<file path="config.mk">
export PLATFORM = sky130hd
export DESIGN_NAME = treatment_cycle_sequencer
export DESIGN_NICKNAME = d
export VERILOG_FILES = /design/src/rtl/tcs_pkg.sv /design/src/rtl/tcs_cfg_regs.sv /design/src/rtl/treatment_cycle_sequencer.sv
export VERILOG_INCLUDE_DIRS = /design/src /design/src/rtl
export SDC_FILE = /design/constraint.sdc
export NUM_CORES = 1
export LEC_CHECK = 0
export ABC_AREA = 1
export BUFFER_PORTS_ARGS = -buffer_cell sky130_fd_sc_hd__buf_2
export CELL_PAD_IN_SITES_DETAIL_PLACEMENT = 1
export CELL_PAD_IN_SITES_GLOBAL_PLACEMENT = 1
export CORE_MARGIN = 2
export CORE_UTILIZATION = 49
export CTS_CLUSTER_SIZE = 28
export DETAILED_ROUTE_END_ITERATION = 6
export PLACE_DENSITY = 0.85
export SETUP_SLACK_MARGIN = 0.5
export SLEW_MARGIN = 0
export SYNTH_ARGS = -nofsm -noshare
export SYNTH_HDL_FRONTEND = slang
export SYNTH_SLANG_ARGS = --single-unit
</file>
<file path="constraint.sdc">
create_clock -name i_clk -period 7.4 [get_ports i_clk]
set_input_delay 1.11 -clock i_clk [delete_from_list [all_inputs] [get_ports i_clk]]
set_output_delay 1.11 -clock i_clk [all_outputs]
set_load 0.01 [all_outputs]
</file>
<file path="src/rtl/treatment_cycle_sequencer_defines.svh">
// Assertion macros shared by the treatment cycle sequencer RTL.
`ifndef TREATMENT_CYCLE_SEQUENCER_DEFINES_SVH
`define TREATMENT_CYCLE_SEQUENCER_DEFINES_SVH

// The consequent must hold at every edge at which the antecedent holds.
`define TCS_ASSERT_IMP(label, clk, rst_n, ante, cons, msg) \
    label: assert property (@(posedge clk) disable iff (!rst_n) (ante) |-> (cons)) \
        else $error(msg);

// The expression must hold at every edge outside reset.
`define TCS_ASSERT_ALWAYS(label, clk, rst_n, expr, msg) \
    label: assert property (@(posedge clk) disable iff (!rst_n) (expr)) \
        else $error(msg);

`endif

</file>
<file path="src/rtl/tcs_pkg.sv">
// Shared constants and types of the treatment cycle sequencer.
package tcs_pkg;

    localparam int unsigned CFG_IDX_W  = 3;
    localparam int unsigned CFG_DATA_W = 24;
    localparam int unsigned STEP_W     = 8;
    localparam int unsigned PHASE_W    = 4;

    localparam int unsigned LITE_AERATE_TICKS_DEF = 10;
    localparam int unsigned LITE_PAUSE_TICKS_DEF  = 33600;
    localparam int unsigned TIMER_WIDTH_DEF       = 24;

    localparam logic [CFG_IDX_W-1:0] CFG_FILL_PULSE = 3'd0;
    localparam logic [CFG_IDX_W-1:0] CFG_FILL_PAUSE = 3'd1;
    localparam logic [CFG_IDX_W-1:0] CFG_AERATE     = 3'd2;
    localparam logic [CFG_IDX_W-1:0] CFG_PAUSE      = 3'd3;
    localparam logic [CFG_IDX_W-1:0] CFG_DENIT      = 3'd4;
    localparam logic [CFG_IDX_W-1:0] CFG_DENIT_FILL = 3'd5;
    localparam logic [CFG_IDX_W-1:0] CFG_SETTLE     = 3'd6;
    localparam logic [CFG_IDX_W-1:0] CFG_STEPS      = 3'd7;

    localparam logic [CFG_DATA_W-1:0] RST_FILL_PULSE = 24'd30;
    localparam logic [CFG_DATA_W-1:0] RST_FILL_PAUSE = 24'd1800;
    localparam logic [CFG_DATA_W-1:0] RST_AERATE     = 24'd30;
    localparam logic [CFG_DATA_W-1:0] RST_PAUSE      = 24'd30;
    localparam logic [CFG_DATA_W-1:0] RST_DENIT      = 24'd30;
    localparam logic [CFG_DATA_W-1:0] RST_DENIT_FILL = 24'd50;
    localparam logic [CFG_DATA_W-1:0] RST_SETTLE     = 24'd100;
    localparam logic [STEP_W-1:0]     RST_STEPS      = 8'd6;

    typedef struct packed {
        logic [CFG_DATA_W-1:0] fill_pulse;
        logic [CFG_DATA_W-1:0] fill_pause;
        logic [CFG_DATA_W-1:0] aerate;
        logic [CFG_DATA_W-1:0] pause;
        logic [CFG_DATA_W-1:0] denit;
        logic [CFG_DATA_W-1:0] denit_fill;
        logic [CFG_DATA_W-1:0] settle;
        logic [STEP_W-1:0]     steps;
    } t_cfg;

endpackage

</file>
<file path="src/rtl/tcs_cfg_regs.sv">
// Configuration register bank of the treatment cycle sequencer.
module tcs_cfg_regs (
    input  logic                           i_clk,
    input  logic                           i_rst_n,
    input  logic                           i_wr_en,
    input  logic [tcs_pkg::CFG_IDX_W-1:0]  i_wr_index,
    input  logic [tcs_pkg::CFG_DATA_W-1:0] i_wr_data,
    output tcs_pkg::t_cfg                  o_cfg
);
    import tcs_pkg::*;

    t_cfg r_cfg;

    always_ff @(posedge i_clk) begin
        if (!i_rst_n) begin
            r_cfg.fill_pulse <= RST_FILL_PULSE;
            r_cfg.fill_pause <= RST_FILL_PAUSE;
            r_cfg.aerate     <= RST_AERATE;
            r_cfg.pause      <= RST_PAUSE;
            r_cfg.denit      <= RST_DENIT;
            r_cfg.denit_fill <= RST_DENIT_FILL;
            r_cfg.settle     <= RST_SETTLE;
            r_cfg.steps      <= RST_STEPS;
        end else if (i_wr_en) begin
            unique case (i_wr_index)
                CFG_FILL_PULSE: r_cfg.fill_pulse <= i_wr_data;
                CFG_FILL_PAUSE: r_cfg.fill_pause <= i_wr_data;
                CFG_AERATE:     r_cfg.aerate     <= i_wr_data;
                CFG_PAUSE:      r_cfg.pause      <= i_wr_data;
                CFG_DENIT:      r_cfg.denit      <= i_wr_data;
                CFG_DENIT_FILL: r_cfg.denit_fill <= i_wr_data;
                CFG_SETTLE:     r_cfg.settle     <= i_wr_data;
                CFG_STEPS:      r_cfg.steps      <= i_wr_data[STEP_W-1:0];
            endcase
        end
    end

    assign o_cfg = r_cfg;

endmodule

</file>
<file path="src/rtl/treatment_cycle_sequencer.sv">
// Top level of the treatment cycle sequencer: tick handshake, phase machine and outputs.
// An accepted tick is registered with its level; its result then goes to the output registers.
// One tick beat per cycle unless stalled; the phase update is a single registered pass.
// Reset is synchronous and active low: phase fill pulse, timer and counters zero, no beats held.
// Configuration registers return to their defaults on reset; writes are always accepted.
`include "treatment_cycle_sequencer_defines.svh"

module treatment_cycle_sequencer #(
    parameter int unsigned LITE_AERATE_TICKS = tcs_pkg::LITE_AERATE_TICKS_DEF,
    parameter int unsigned LITE_PAUSE_TICKS  = tcs_pkg::LITE_PAUSE_TICKS_DEF,
    parameter int unsigned TIMER_WIDTH       = tcs_pkg::TIMER_WIDTH_DEF
) (
    input  logic                           i_clk,
    input  logic                           i_rst_n,
    input  logic                           i_valid,
    output logic                           o_stall,
    input  logic                           i_level_high,
    output logic                           o_valid,
    input  logic                           i_stall,
    output logic                           o_aerator_on,
    output logic                           o_sludge_pump_on,
    output logic                           o_decant_pump_on,
    output logic [tcs_pkg::PHASE_W-1:0]    o_phase_code,
    output logic [tcs_pkg::STEP_W-1:0]     o_step_number,
    output logic                           o_cycle_done,
    output logic [tcs_pkg::CFG_DATA_W-1:0] o_decant_length,
    input  logic                           i_cfg_valid,
    output logic                           o_cfg_ready,
    input  logic [tcs_pkg::CFG_IDX_W-1:0]  i_cfg_index,
    input  logic [tcs_pkg::CFG_DATA_W-1:0] i_cfg_data
);
    import tcs_pkg::*;

    typedef enum logic [PHASE_W-1:0] {
        PH_FILL       = 4'd0,
        PH_FILL_PAUSE = 4'd1,
        PH_LITE_AER   = 4'd2,
        PH_LITE_PAUSE = 4'd3,
        PH_AERATE     = 4'd4,
        PH_PAUSE      = 4'd5,
        PH_DENIT      = 4'd6,
        PH_DENIT_WAIT = 4'd7,
        PH_SETTLE     = 4'd8,
        PH_DECANT     = 4'd9
    } t_phase;

    localparam int unsigned CW = (TIMER_WIDTH > CFG_DATA_W) ? TIMER_WIDTH : CFG_DATA_W;
    localparam logic [63:0] TIMER_MAX64 = (64'd1 << TIMER_WIDTH) - 64'd1;
    localparam logic [CW-1:0] TIMER_MAX = CW'(TIMER_MAX64);
    localparam logic [63:0] LITE_AER64 =
        (LITE_AERATE_TICKS == 0) ? 64'd1 : 64'(LITE_AERATE_TICKS);
    localparam logic [CW-1:0] LITE_AER_LEN =
        (LITE_AER64 > TIMER_MAX64) ? TIMER_MAX : CW'(LITE_AER64);
    localparam logic [CW-1:0] LITE_PAUSE_LEN =
        (64'(LITE_PAUSE_TICKS) > TIMER_MAX64) ? TIMER_MAX : CW'(LITE_PAUSE_TICKS);
    localparam logic LITE_PAUSE_ZERO = (LITE_PAUSE_TICKS == 0);

    function automatic logic [CW-1:0] clamp_len(input logic [CFG_DATA_W-1:0] v,
                                                input logic at_least_one);
        logic [CW-1:0] w;
        w = CW'(v);
        if (at_least_one && (w == '0)) begin
            w = CW'(1);
        end
        return (w > TIMER_MAX) ? TIMER_MAX : w;
    endfunction

    t_cfg cfg;

    t_phase                  r_phase, n_phase;
    logic [TIMER_WIDTH-1:0]  r_timer, n_timer;
    logic [STEP_W-1:0]       r_step, n_step;
    logic [1:0]              r_denit, n_denit;
    logic [CFG_DATA_W-1:0]   r_decant, n_decant;

    logic                    r_in_valid;
    logic                    r_level;
    logic                    r_out_valid;
    logic                    r_aer, r_sludge, r_decant_on, r_done;
    logic [PHASE_W-1:0]      r_phase_code;
    logic [STEP_W-1:0]       r_step_out;
    logic [CFG_DATA_W-1:0]   r_len_out;

    logic                    res_aer, res_sludge, res_decant, res_done;
    logic [CFG_DATA_W-1:0]   res_len;

    logic                    in_take, move;
    logic [CW-1:0]           cur_len;
    logic [TIMER_WIDTH-1:0]  tick;
    logic                    expire, adv;
    logic                    z_fp, z_pa, z_dw, z_st, cs_last;
    t_phase                  st_phase, fp_phase, dw_phase;

    tcs_cfg_regs u_cfg (
        .i_clk      (i_clk),
        .i_rst_n    (i_rst_n),
        .i_wr_en    (i_cfg_valid && o_cfg_ready),
        .i_wr_index (i_cfg_index),
        .i_wr_data  (i_cfg_data),
        .o_cfg      (cfg)
    );

    assign o_cfg_ready = 1'b1;

    assign move    = r_in_valid && (!r_out_valid || !i_stall);
    assign o_stall = r_in_valid && r_out_valid && i_stall;
    assign in_take = i_valid && !o_stall;

    always_comb begin
        unique case (r_phase)
            PH_FILL:       cur_len = clamp_len(cfg.fill_pulse, 1'b1);
            PH_FILL_PAUSE: cur_len = clamp_len(cfg.fill_pause, 1'b0);
            PH_LITE_AER:   cur_len = LITE_AER_LEN;
            PH_LITE_PAUSE: cur_len = LITE_PAUSE_LEN;
            PH_AERATE:     cur_len = clamp_len(cfg.aerate, 1'b1);
            PH_PAUSE:      cur_len = clamp_len(cfg.pause, 1'b0);
            PH_DENIT:      cur_len = clamp_len(cfg.denit, 1'b1);
            PH_DENIT_WAIT: cur_len = clamp_len(cfg.denit_fill, 1'b0);
            PH_SETTLE:     cur_len = clamp_len(cfg.settle, 1'b0);
            default:       cur_len = CW'(1);
        endcase
    end

    assign tick   = r_timer + TIMER_WIDTH'(1);
    assign expire = (tick == '0) || (CW'(tick) >= cur_len);

    assign z_fp    = (cfg.fill_pause == '0);
    assign z_pa    = (cfg.pause == '0);
    assign z_dw    = (cfg.denit_fill == '0);
    assign z_st    = (cfg.settle == '0);
    assign cs_last = ({1'b0, r_step} + (STEP_W + 1)'(1)) >= {1'b0, cfg.steps};

    assign st_phase = z_st ? PH_DECANT : PH_SETTLE;
    assign dw_phase = cs_last ? st_phase : PH_FILL;

    always_comb begin
        priority if (r_step != '0) begin
            fp_phase = PH_AERATE;
        end else if (r_level) begin
            fp_phase = PH_LITE_AER;
        end else if (cfg.steps == '0) begin
            fp_phase = st_phase;
        end else begin
            fp_phase = PH_AERATE;
        end
    end

    always_comb begin
        n_phase  = r_phase;
        n_timer  = r_timer;
        n_step   = r_step;
        n_denit  = r_denit;
        n_decant = r_decant;
        adv      = 1'b0;

        res_aer    = (r_phase == PH_LITE_AER) || (r_phase == PH_AERATE) ||
                     (r_phase == PH_DENIT);
        res_sludge = (r_phase == PH_FILL);
        res_decant = 1'b0;
        res_done   = 1'b0;
        res_len    = '0;

        if (r_phase == PH_DECANT) begin
            if (r_level) begin
                res_done = 1'b1;
                res_len  = r_decant;
                adv      = 1'b1;
            end else begin
                res_decant = 1'b1;
                if (r_decant != '1) begin
                    n_decant = r_decant + CFG_DATA_W'(1);
                end
            end
        end else begin
            n_timer = tick;
            adv     = expire;
        end

        if (adv) begin
            n_timer = '0;
            unique case (r_phase)
                PH_FILL: begin
                    n_phase = z_fp ? fp_phase : PH_FILL_PAUSE;
                    if (z_fp && (fp_phase == PH_AERATE)) begin
                        n_denit = '0;
                    end
                end
                PH_FILL_PAUSE: begin
                    n_phase = fp_phase;
                    if (fp_phase == PH_AERATE) begin
                        n_denit = '0;
                    end
                end
                PH_LITE_AER: begin
                    if (LITE_PAUSE_ZERO) begin
                        n_phase = PH_FILL;
                        n_step  = '0;
                    end else begin
                        n_phase = PH_LITE_PAUSE;
                    end
                end
                PH_AERATE: begin
                    n_denit = '0;
                    n_phase = z_pa ? PH_DENIT : PH_PAUSE;
                end
                PH_PAUSE: n_phase = PH_DENIT;
                PH_DENIT: begin
                    if (r_denit >= 2'd2) begin
                        n_denit = '0;
                        n_phase = z_dw ? dw_phase : PH_DENIT_WAIT;
                        if (z_dw && !cs_last) begin
                            n_step = r_step + STEP_W'(1);
                        end
                    end else begin
                        n_denit = r_denit + 2'd1;
                        n_phase = z_pa ? PH_DENIT : PH_PAUSE;
                    end
                end
                PH_DENIT_WAIT: begin
                    n_phase = dw_phase;
                    if (!cs_last) begin
                        n_step = r_step + STEP_W'(1);
                    end
                end
                PH_SETTLE: n_phase = PH_DECANT;
                default: begin
                    n_phase = PH_FILL;
                    n_step  = '0;
                end
            endcase
            if ((n_phase == PH_DECANT) && (r_phase != PH_DECANT)) begin
                n_decant = '0;
            end
        end
    end

    always_ff @(posedge i_clk) begin
        if (in_take) begin
            r_level <= i_level_high;
        end
        if (move) begin
            r_aer        <= res_aer;
            r_sludge     <= res_sludge;
            r_decant_on  <= res_decant;
            r_done       <= res_done;
            r_phase_code <= r_phase;
            r_step_out   <= r_step;
            r_len_out    <= res_len;
        end
        if (!i_rst_n) begin
            r_in_valid  <= 1'b0;
            r_out_valid <= 1'b0;
            r_phase     <= PH_FILL;
            r_timer     <= '0;
            r_step      <= '0;
            r_denit     <= '0;
            r_decant    <= '0;
        end else begin
            if (in_take) begin
                r_in_valid <= 1'b1;
            end else if (move) begin
                r_in_valid <= 1'b0;
            end
            if (move) begin
                r_out_valid <= 1'b1;
            end else if (!i_stall) begin
                r_out_valid <= 1'b0;
            end
            if (move) begin
                r_phase  <= n_phase;
                r_timer  <= n_timer;
                r_step   <= n_step;
                r_denit  <= n_denit;
                r_decant <= n_decant;
            end
        end
    end

    assign o_valid          = r_out_valid;
    assign o_aerator_on     = r_aer;
    assign o_sludge_pump_on = r_sludge;
    assign o_decant_pump_on = r_decant_on;
    assign o_phase_code     = r_phase_code;
    assign o_step_number    = r_step_out;
    assign o_cycle_done     = r_done;
    assign o_decant_length  = r_len_out;

    `TCS_ASSERT_ALWAYS(a_denit_range, i_clk, i_rst_n, r_denit != 2'd3, "denit count out of range")
    `TCS_ASSERT_IMP(a_one_drive, i_clk, i_rst_n, o_valid,
        $onehot0({o_aerator_on, o_sludge_pump_on, o_decant_pump_on}), "two drives on at once")
    `TCS_ASSERT_IMP(a_done_decant, i_clk, i_rst_n, o_valid && o_cycle_done,
        (o_phase_code == PH_DECANT) && !o_decant_pump_on, "cycle end outside decant")
    `TCS_ASSERT_IMP(a_len_done, i_clk, i_rst_n, o_valid && (o_decant_length != '0),
        o_cycle_done, "decant length without cycle end")

endmodule

</file>
==> results of run 1 <==
==> report_power, final <==
group / total (W) / switching, W / internal [W]
Sequential: 0.00162 / 0.0000271 / 0.00159
Combinational: 0.000209 / 0.000151 / 0.0000581
Clock: 0.00167 / 0.000638 / 0.00103
==> registers in the layout (all words and copies together) (netlist names), 4 cells and up <==
register	count
u_cfg.o_cfg	176
o_decant_length	24
r_decant	24
r_timer	24
o_step_number	8
r_step	8
o_phase_code	4
r_phase	4
==> metal layers <==
metal | global-route usage [%] | up-vias | routed length [um]
met3 | 3.75 | 92 | 2470
met2 | 51.4 | 389 | 21000
met5 | 0 | - | 0
met1 | 41.8 | 6509 | 20600
li1 | - | 6348 | -
met4 | 10.6 | 0 | 1530
==> worst paths after layout <==
check | to | startpoint | cells after the start | slack (ns)
max | r_decant[16]$_SDFFE_PN0P_ | r_phase[1]$_SDFFE_PN0P_ | 18 | 2.67
min | o_step_number[3]$_DFFE_PP_ | r_step[3]$_SDFFE_PN0P_ | 0 | 0.45
max reg2reg | r_decant[16]$_SDFFE_PN0P_ | r_phase[1]$_SDFFE_PN0P_ | 18 | 2.67
min reg2reg | o_step_number[3]$_DFFE_PP_ | r_step[3]$_SDFFE_PN0P_ | 0 | 0.45
==> logic make-up (layout without fill, tap and decap cells) <==
family / after synthesis / count (layout) / synth area share (%)
AND/OR/NAND/NOR: 872 / 872 / 26.8
buffers and inverters: 281 / 345 / 8.00
XOR/XNOR: 26 / 26 / 1.66
other: 1 / 1 / 0.0273
adder cells (fa/ha/maj): 36 / 36 / 3.28
flip-flops: 281 / 281 / 43.9
AO/OA/AOI/OAI: 397 / 397 / 16.3
==> metrics by stage <==
step | cells | hold WS (ns) | setup WS (ns) | cell area, um2
6_report | 2336 | 0.445 | 2.67 | 15400
5_1_grt | 2336 | 0.447 | 2.33 | 15400
4_1_cts | 2336 | 0.442 | 2.73 | 15400
3_5_place_dp | 2281 | 0.427 | 2.74 | 14400
3_3_place_gp | 2281 | 0.429 | 2.83 | 14400
2_1_floorplan | 1894 | 0.408 | 2.95 | 13700
==> area by class of cell <==
cell class / instances / area, um2 / area share, %
clock buffers: 44 / 885 / 5.73
clock inverters: 11 / 203 / 1.31
flip-flops and latches: 281 / 6040 / 39.1
repair buffers: 87 / 470 / 3.05
multi-input cells: 1332 / 6620 / 42.8
well taps: 378 / 473 / 3.06
inverters: 203 / 764 / 4.95
==> layout by cell type, fill, tap and decap left out, types with 31 or more instances in the layout <==
master	synthesis	layout
a21oi_1	126	126
buf_2	4	73
clkbuf_16	0	31
dfxtp_1	240	240
edfxtp_1	41	41
ha_1	36	36
inv_1	195	195
nand2_1	325	325
nand3_1	62	62
nor2_1	377	376
o21ai_0	182	182
==> critical path, stage by stage, from the launching register on <==
cell and delay [ns]:
dfxtp_1 0.46, nor2_1 0.10, nand2_1 0.35, clkinv_1 0.65
a22o_1 0.42, a2111oi_0 0.69, ha_1 0.24, nand2_1 0.07
nor2_1 0.14, a21boi_0 0.40, o21bai_1 0.10, nand3_1 0.09
nor2_1 0.06, nand3_4 0.14, nand2_4 0.12, inv_4 0.13
nand2_2 0.07, nand2_4 0.28, nor2_1 0.08
==> results.md, run 1 <==
Outcome:
- The run finished with clean final reports.

Detailed routing:
- Before antenna repair, the detailed router went through 5 iterations.
- After detailed routing, the average wire length per cell comes to 19.5 um.
- Using the TritonRoute via totals, the vias-per-cell ratio works out to 5.71.
- The overall via count from detail_route is 13300.
- Once detail routing completed, the nets flagged for antenna violations numbered 0.
- Wires add up to 45.6 mm.
- The post-detailed-route DRC marker count is 0.
- After the first detailed-routing iteration, the DRC count stood at 956.

Final layout:
- Cells fill 55.8% of the core in the end.
- In the final layout, the share of cells above drive strength 1 is 8.63%.
- Counting the fill cells in the layout gives 3635.
- Compared with the post-synthesis result, the final layout area differs by 12.4%.
- The count of inserted antenna diode cells is 0.
- The number of nets in the final layout is 2005.

Yosys:
- nor2_1 is the most common cell in the netlist.
- The number of enable flip-flop cells after synthesis is 41.
- The count of synthesis-stage warnings from yosys is 0.
- The commonest cells after synthesis are nor2_1 (377), nand2_1 (325), dfxtp_1 (240), inv_1 (195), o21ai_0 (182).
- After synthesis, the netlist uses 48 different library cells.
- After synthesis the netlist holds a flip-flop and latch count of 281.
- The per-instance average area after synthesis is 7.26 um2.
- The biggest area consumer among synthesized cells is dfxtp_1.
- The sequential share of the synthesized area is 43.9%.
- The number of nets handed over by synthesis was 1963.
- In this run the cell area of the synthesized design comes to 0.0137 mm2.
- After synthesis, the cell types taking the most area are dfxtp_1 (35%), nor2_1 (10%), edfxtp_1 (9.0%).
- The cell count after synthesis is 1894.
- For this run, the leading register cell type out of synthesis is dfxtp_1.
- After synthesis, the share of flip-flops with an asynchronous set or reset is 0%.
- The top cell type by area accounts for 35.0% of the synthesized area.

Floorplanning:
- The floorplan has 61 rows.
- The die width is 171 um.
- The initial utilization of the core area, before any placement, comes to 49.6%.
- From bottom edge to top edge, the die measures 171 um.
- The die area is 0.0294 mm2.
- 76 I/O pins were placed.
- The floorplan step defined a core boundary enclosing 0.0277 mm2.

Timing:
- Setup repair after global routing left no endpoint under its margin.
- Across the routed clock network, the largest skew measured is 0.0179 ns.
- The worst slew slack as a fraction of its limit is 24.4%.
- The setup TNS after final layout is 0 ns.
- Counting I/O delays and the setup requirement, the final critical path takes 4.73 ns.
- The final max-slew violation count is 0.
- The share of the clock period used by the worst path is 63.9%.
- The maximum clock rate is 211 MHz.
- The hold violation count in the final report is 0.
- Setup violations remaining at the end of the flow were counted as 0.
- At the pin with the least slew margin, the transition time is 1.13 ns.

Place:
- The number of port buffers is 74.
- At the end of routability-driven placement, the weighted congestion stood at 0.924.
- The detailed placer's ending HPWL is 32.8 mm.

Clock tree:
- The clock drives 281 sinks.
- In this run the number of H-tree levels came out at 1.
- The maximum buffer depth of the clock tree is 3.
- The number of buffers inserted during clock tree synthesis is 31.
- Clock-pin slew was measured on the worst setup and hold paths at 0.06 ns.
- The total of cells resized after clock tree synthesis is 0.
- The buffer cell driving the clock tree root is clkbuf_16.
- The clock latency at the later pin of the worst-skew pair is 0.56 ns.
- The clock tree from TritonCTS is built.
- The number of buffers inserted by hold repair at cts is 0.
- Post-CTS timing repair inserted 0 buffers for setup.

Critical path:
- The highest fanout seen on the critical path is 22.
- For the worst setup path, the data required time is 7.83 ns.
- The worst setup path is captured at a register.
- The kind of start point of the critical path is a register.
- The data arrival time of the critical path is 5.16 ns.
- The critical path is of the reg2reg type.

Global routing:
- For this run, the total global-route usage over all layers was measured as 31.0%.
- After global routing the overflow that remains totals 0.
- The number of antenna violations at the first check in global routing was 0.
- The number of global-route vias before repair is 13500.
- The first global-routing pass estimated 72.0 mm of wire.
- The pin count of the biggest net entering global routing is 112.

Pwr:
- The completed layout was analyzed and its total power is 0.00349 W.
- Summed over all cells, the static leakage comes to 6.39 nW.
- The peak ir drop on the vdd network is 0.000159 V.
- Power spread over the standard cell area amounts to 226 mW/mm2.

Worst hold path:
- The path class of the lowest-slack min-delay path is reg2reg.

Flow run:
- The max-cap violation count is 0.
Note: power is estimated with default switching activity, not from simulation.
==> inputs of run 2 (changes only) <==
--- a/config.mk
+++ b/config.mk
@@ -11,10 +11,10 @@
 export CELL_PAD_IN_SITES_DETAIL_PLACEMENT = 1
 export CELL_PAD_IN_SITES_GLOBAL_PLACEMENT = 1
 export CORE_MARGIN = 2
-export CORE_UTILIZATION = 49
+export CORE_UTILIZATION = 41
 export CTS_CLUSTER_SIZE = 28
 export DETAILED_ROUTE_END_ITERATION = 6
-export PLACE_DENSITY = 0.85
+export PLACE_DENSITY = 0.76
 export SETUP_SLACK_MARGIN = 0.5
 export SLEW_MARGIN = 0
 export SYNTH_ARGS = -nofsm -noshare
==> constraint.sdc (replaced) <==
create_clock -name i_clk -period 3.9 [get_ports i_clk]
set_input_delay 0.585 -clock i_clk [delete_from_list [all_inputs] [get_ports i_clk]]
set_output_delay 0.585 -clock i_clk [all_outputs]
set_load 0.01 [all_outputs]
==> results.md, run 2 (synthesis gave the netlist of run 1 again) <==
Floorplanning:
- After floorplanning, the core was sized to cover 0.0333 mm2.
- The total number of placement rows is 67.
- For this design the top-level I/O count stands at 76.
- The die is 187 um tall.
- The die covers 0.0350 mm2.
- For this configuration, the core starts out at a cell density of 41.3%.
- The die width is 187 um.

Critical path:
- For the worst setup path, the data required time is 4.30 ns.
- The largest individual stage delay along the critical path comes from the cell dfxtp_4.
- Traced cell by cell, the critical path runs through inv_4 -> buf_4 -> nand2_1 -> nor2_4 -> buf_6 -> buf_4 -> a221oi_2 -> nand2_1 -> a21oi_2 -> ha_1 -> nand2_1 -> inv_2 -> o21ai_2 -> a21boi_2 -> o21bai_4 -> nand3_2 -> nor2_4 -> nand3_4 -> buf_4 -> nand2_8 -> nand3_1 -> a21oi_2.
- The largest single stage delay on the critical path is 0.40 ns.
- Measured in cells, the most critical reg-to-reg path has a length of 22.
- The data arrival time of the critical path is 3.80 ns.
- The critical path ends at r_timer[8]$_SDFFE_PN0P_.
- The worst flop-to-flop path startpoint is r_phase[0]$_SDFFE_PN0P_.
- The worst setup path is captured at a register.
- Setup slack on the worst reg-to-reg path comes out at 0.50 ns.
- The worst setup path is launched from a register.
- The highest fanout seen on the critical path is 12.
- In this run the worst setup path begins at r_phase[0]$_SDFFE_PN0P_.
- The setup path with the least slack is of type reg2reg.
- The destination of the worst register-to-register timing path is r_timer[8]$_SDFFE_PN0P_.

Global routing:
- The first global-routing pass estimated 76.1 mm of wire.
- The pin count of the biggest net entering global routing is 114.
- After global routing the overflow that remains totals 0.
- For this run, the total global-route usage over all layers was measured as 27.3%.
- The number of global-route vias before repair is 13700.
- The number of antenna violations at the first check in global routing is 0.

Place:
- The placed cell area is 0.0146 mm2.
- The global placement routability congestion is 0.913.
- Summed over all nets, the half-perimeter wirelength after detailed placement is 34.2 mm.
- In this run, placement finished with an instance count of 2371.
- The number of port buffers is 74.

Clock tree:
- The clock slew at the register clock pins of the worst setup and hold paths is 0.06 ns.
- The number of buffers inserted by hold repair at cts is 0.
- The number of clock sinks is 281.
- The number of buffers inserted during clock tree synthesis is 34.
- The maximum buffer depth of the clock tree is 3.
- In this run the clock root is driven by a clkbuf_16.
- The H-tree was split into 2 levels.
- The clock tree from TritonCTS is built.
- At the later pin of the worst-skew pair, clock insertion delay measures 0.52 ns.

Final layout:
- The library cell used most frequently in the layout, excluding fill and tap cells, is nor2_1.
- At the end of the flow the core is filled with cells to 50.5%.
- The number of antenna diodes in the final layout is 0.
- From synthesis to final layout, the design area changed by 22.3%.
- The final layout contains 2052 nets.
- The register with the most flip-flops in the layout has 176 of them.
- The post-route netlist has 16.9% of its cells at a drive strength greater than 1.
- The library cells used most frequently in the layout, excluding fill and tap cells, are nor2_1 (353), nand2_1 (312), dfxtp_1 (233), inv_1 (183), o21ai_0 (170).
- The number of cells in the finished layout apart from fillers is 2454.
- The summed area of non-filler cells in the final layout is 0.0168 mm2.

Outcome:
- The run finished with clean final reports.

Timing:
- The final max-slew violation count was 0.
- The final worst clock skew is 0.0201 ns.
- After layout, the minimum clock period comes to 3.40 ns.
- Setup violations remaining at the end of the flow were counted as 0.
- For this run, the top clock speed supported by timing is 294 MHz.
- The hold violation count in the final report was 0.
- The share of the clock period used by the worst path is 87.1%.
- Setup repair after global routing could not meet its margin everywhere.
- The transition at the pin with the smallest max-transition slack is 1.13 ns.
- Headroom to the max-slew limit came out at 24.3%.

Detailed routing:
- The total length of routed wires is 49.6 mm.
- The count of nets left with antenna violations once routing finished came out at 0.
- The length of the first detailed-routing pass in iterations is 5.
- The overall via count from detail_route is 13800.
- The mean number of vias per cell is 5.61.
- The per-cell routed wire length is 20.2 um.
- The iteration-0 DRC count of the detailed router is 1008.
- For this run, design rule violations remaining after detail routing come to 0.

Pwr:
- The power per unit of standard cell area is 411 mW/mm2.
- The design draws 0.00690 W.
- The leakage power total is 6.82 nW.
- Across the VDD grid, the largest voltage drop is 0.000274 V.

Flow run:
- Max-cap violations in this run came to 0.

Worst hold path:
- The path class of the lowest-slack min-delay path is in2reg.
run 2: cell count changes in the layout (fill, tap and decap cells not counted), moves of 13 or more:
cell	delta
buf_4	+28
nor2_1	-23
a21oi_1	-19
a21oi_2	+18
nand2_1	-13
nor2_4	+13
run 2: where the power goes:
group	total (W)	internal [W]	switching, W
sequential	0.00307	0.00301	0.0000578
combinational	0.000441	0.000128	0.000313
clock	0.00339	0.00212	0.00127
total	0.00690	0.00526	0.00164
run 2: worst min path at each step:
stage	start	end	cells after the start
global placement	r_step[3]$_SDFFE_PN0P_	o_step_number[3]$_DFFE_PP_	0
floorplan	r_step[3]$_SDFFE_PN0P_	o_step_number[3]$_DFFE_PP_	0
global route	i_level_high	r_level$_DFFE_PP_	1
finish	i_level_high	r_level$_DFFE_PP_	1
detailed placement	r_step[3]$_SDFFE_PN0P_	o_step_number[3]$_DFFE_PP_	0
CTS	i_level_high	r_level$_DFFE_PP_	1
run 2: what timing repair did:
item | in CTS | in global routing
pin swaps | 6 | 35
buffers inserted | 4 | 15
resized for setup | 65 | 124
gates cloned | 3 | 2
setup endpoints to repair | 62 | 62
run 2: area by class of cell:
type / count / area (um2)
fillers: 4188 / 16500
multi-input cells: 1336 / 7320
flip-flops and latches: 281 / 6050
clock buffers: 48 / 1000
repair buffers: 127 / 888
inverters: 203 / 801
well taps: 448 / 561
clock inverters: 11 / 183
run 2: routing by layer:
metal  vias to the layer above  GRT usage [%]  part of all wire [%]
met1                      6861           36.7                    45
met3                        82           3.81                   5.1
li1                       6449              -                     -
met2                       382           44.7                    48
met5                         -              0                     0
met4                         0           9.77                   2.5
run 2: metrics by stage:
step                hold slack (ns)  worst slack [ns]  TNS, ns
floorplan                     0.408             0.777        0
global placement              0.421            0.0986        0
detailed placement            0.419           -0.0364   -0.233
CTS                           0.233             0.502        0
global route                  0.251             0.328        0
finish                        0.250             0.503        0
run 2: worst max-delay path, delay by kind of cell, from the launching register on:
kind | cells | cell delay (ns)
adder cells (fa/ha/maj) | 1 | 0.25
AND/OR/NAND/NOR | 9 | 0.96
flip-flops | 1 | 0.40
AO/OA/AOI/OAI | 6 | 0.93
buffers and inverters | 6 | 0.72
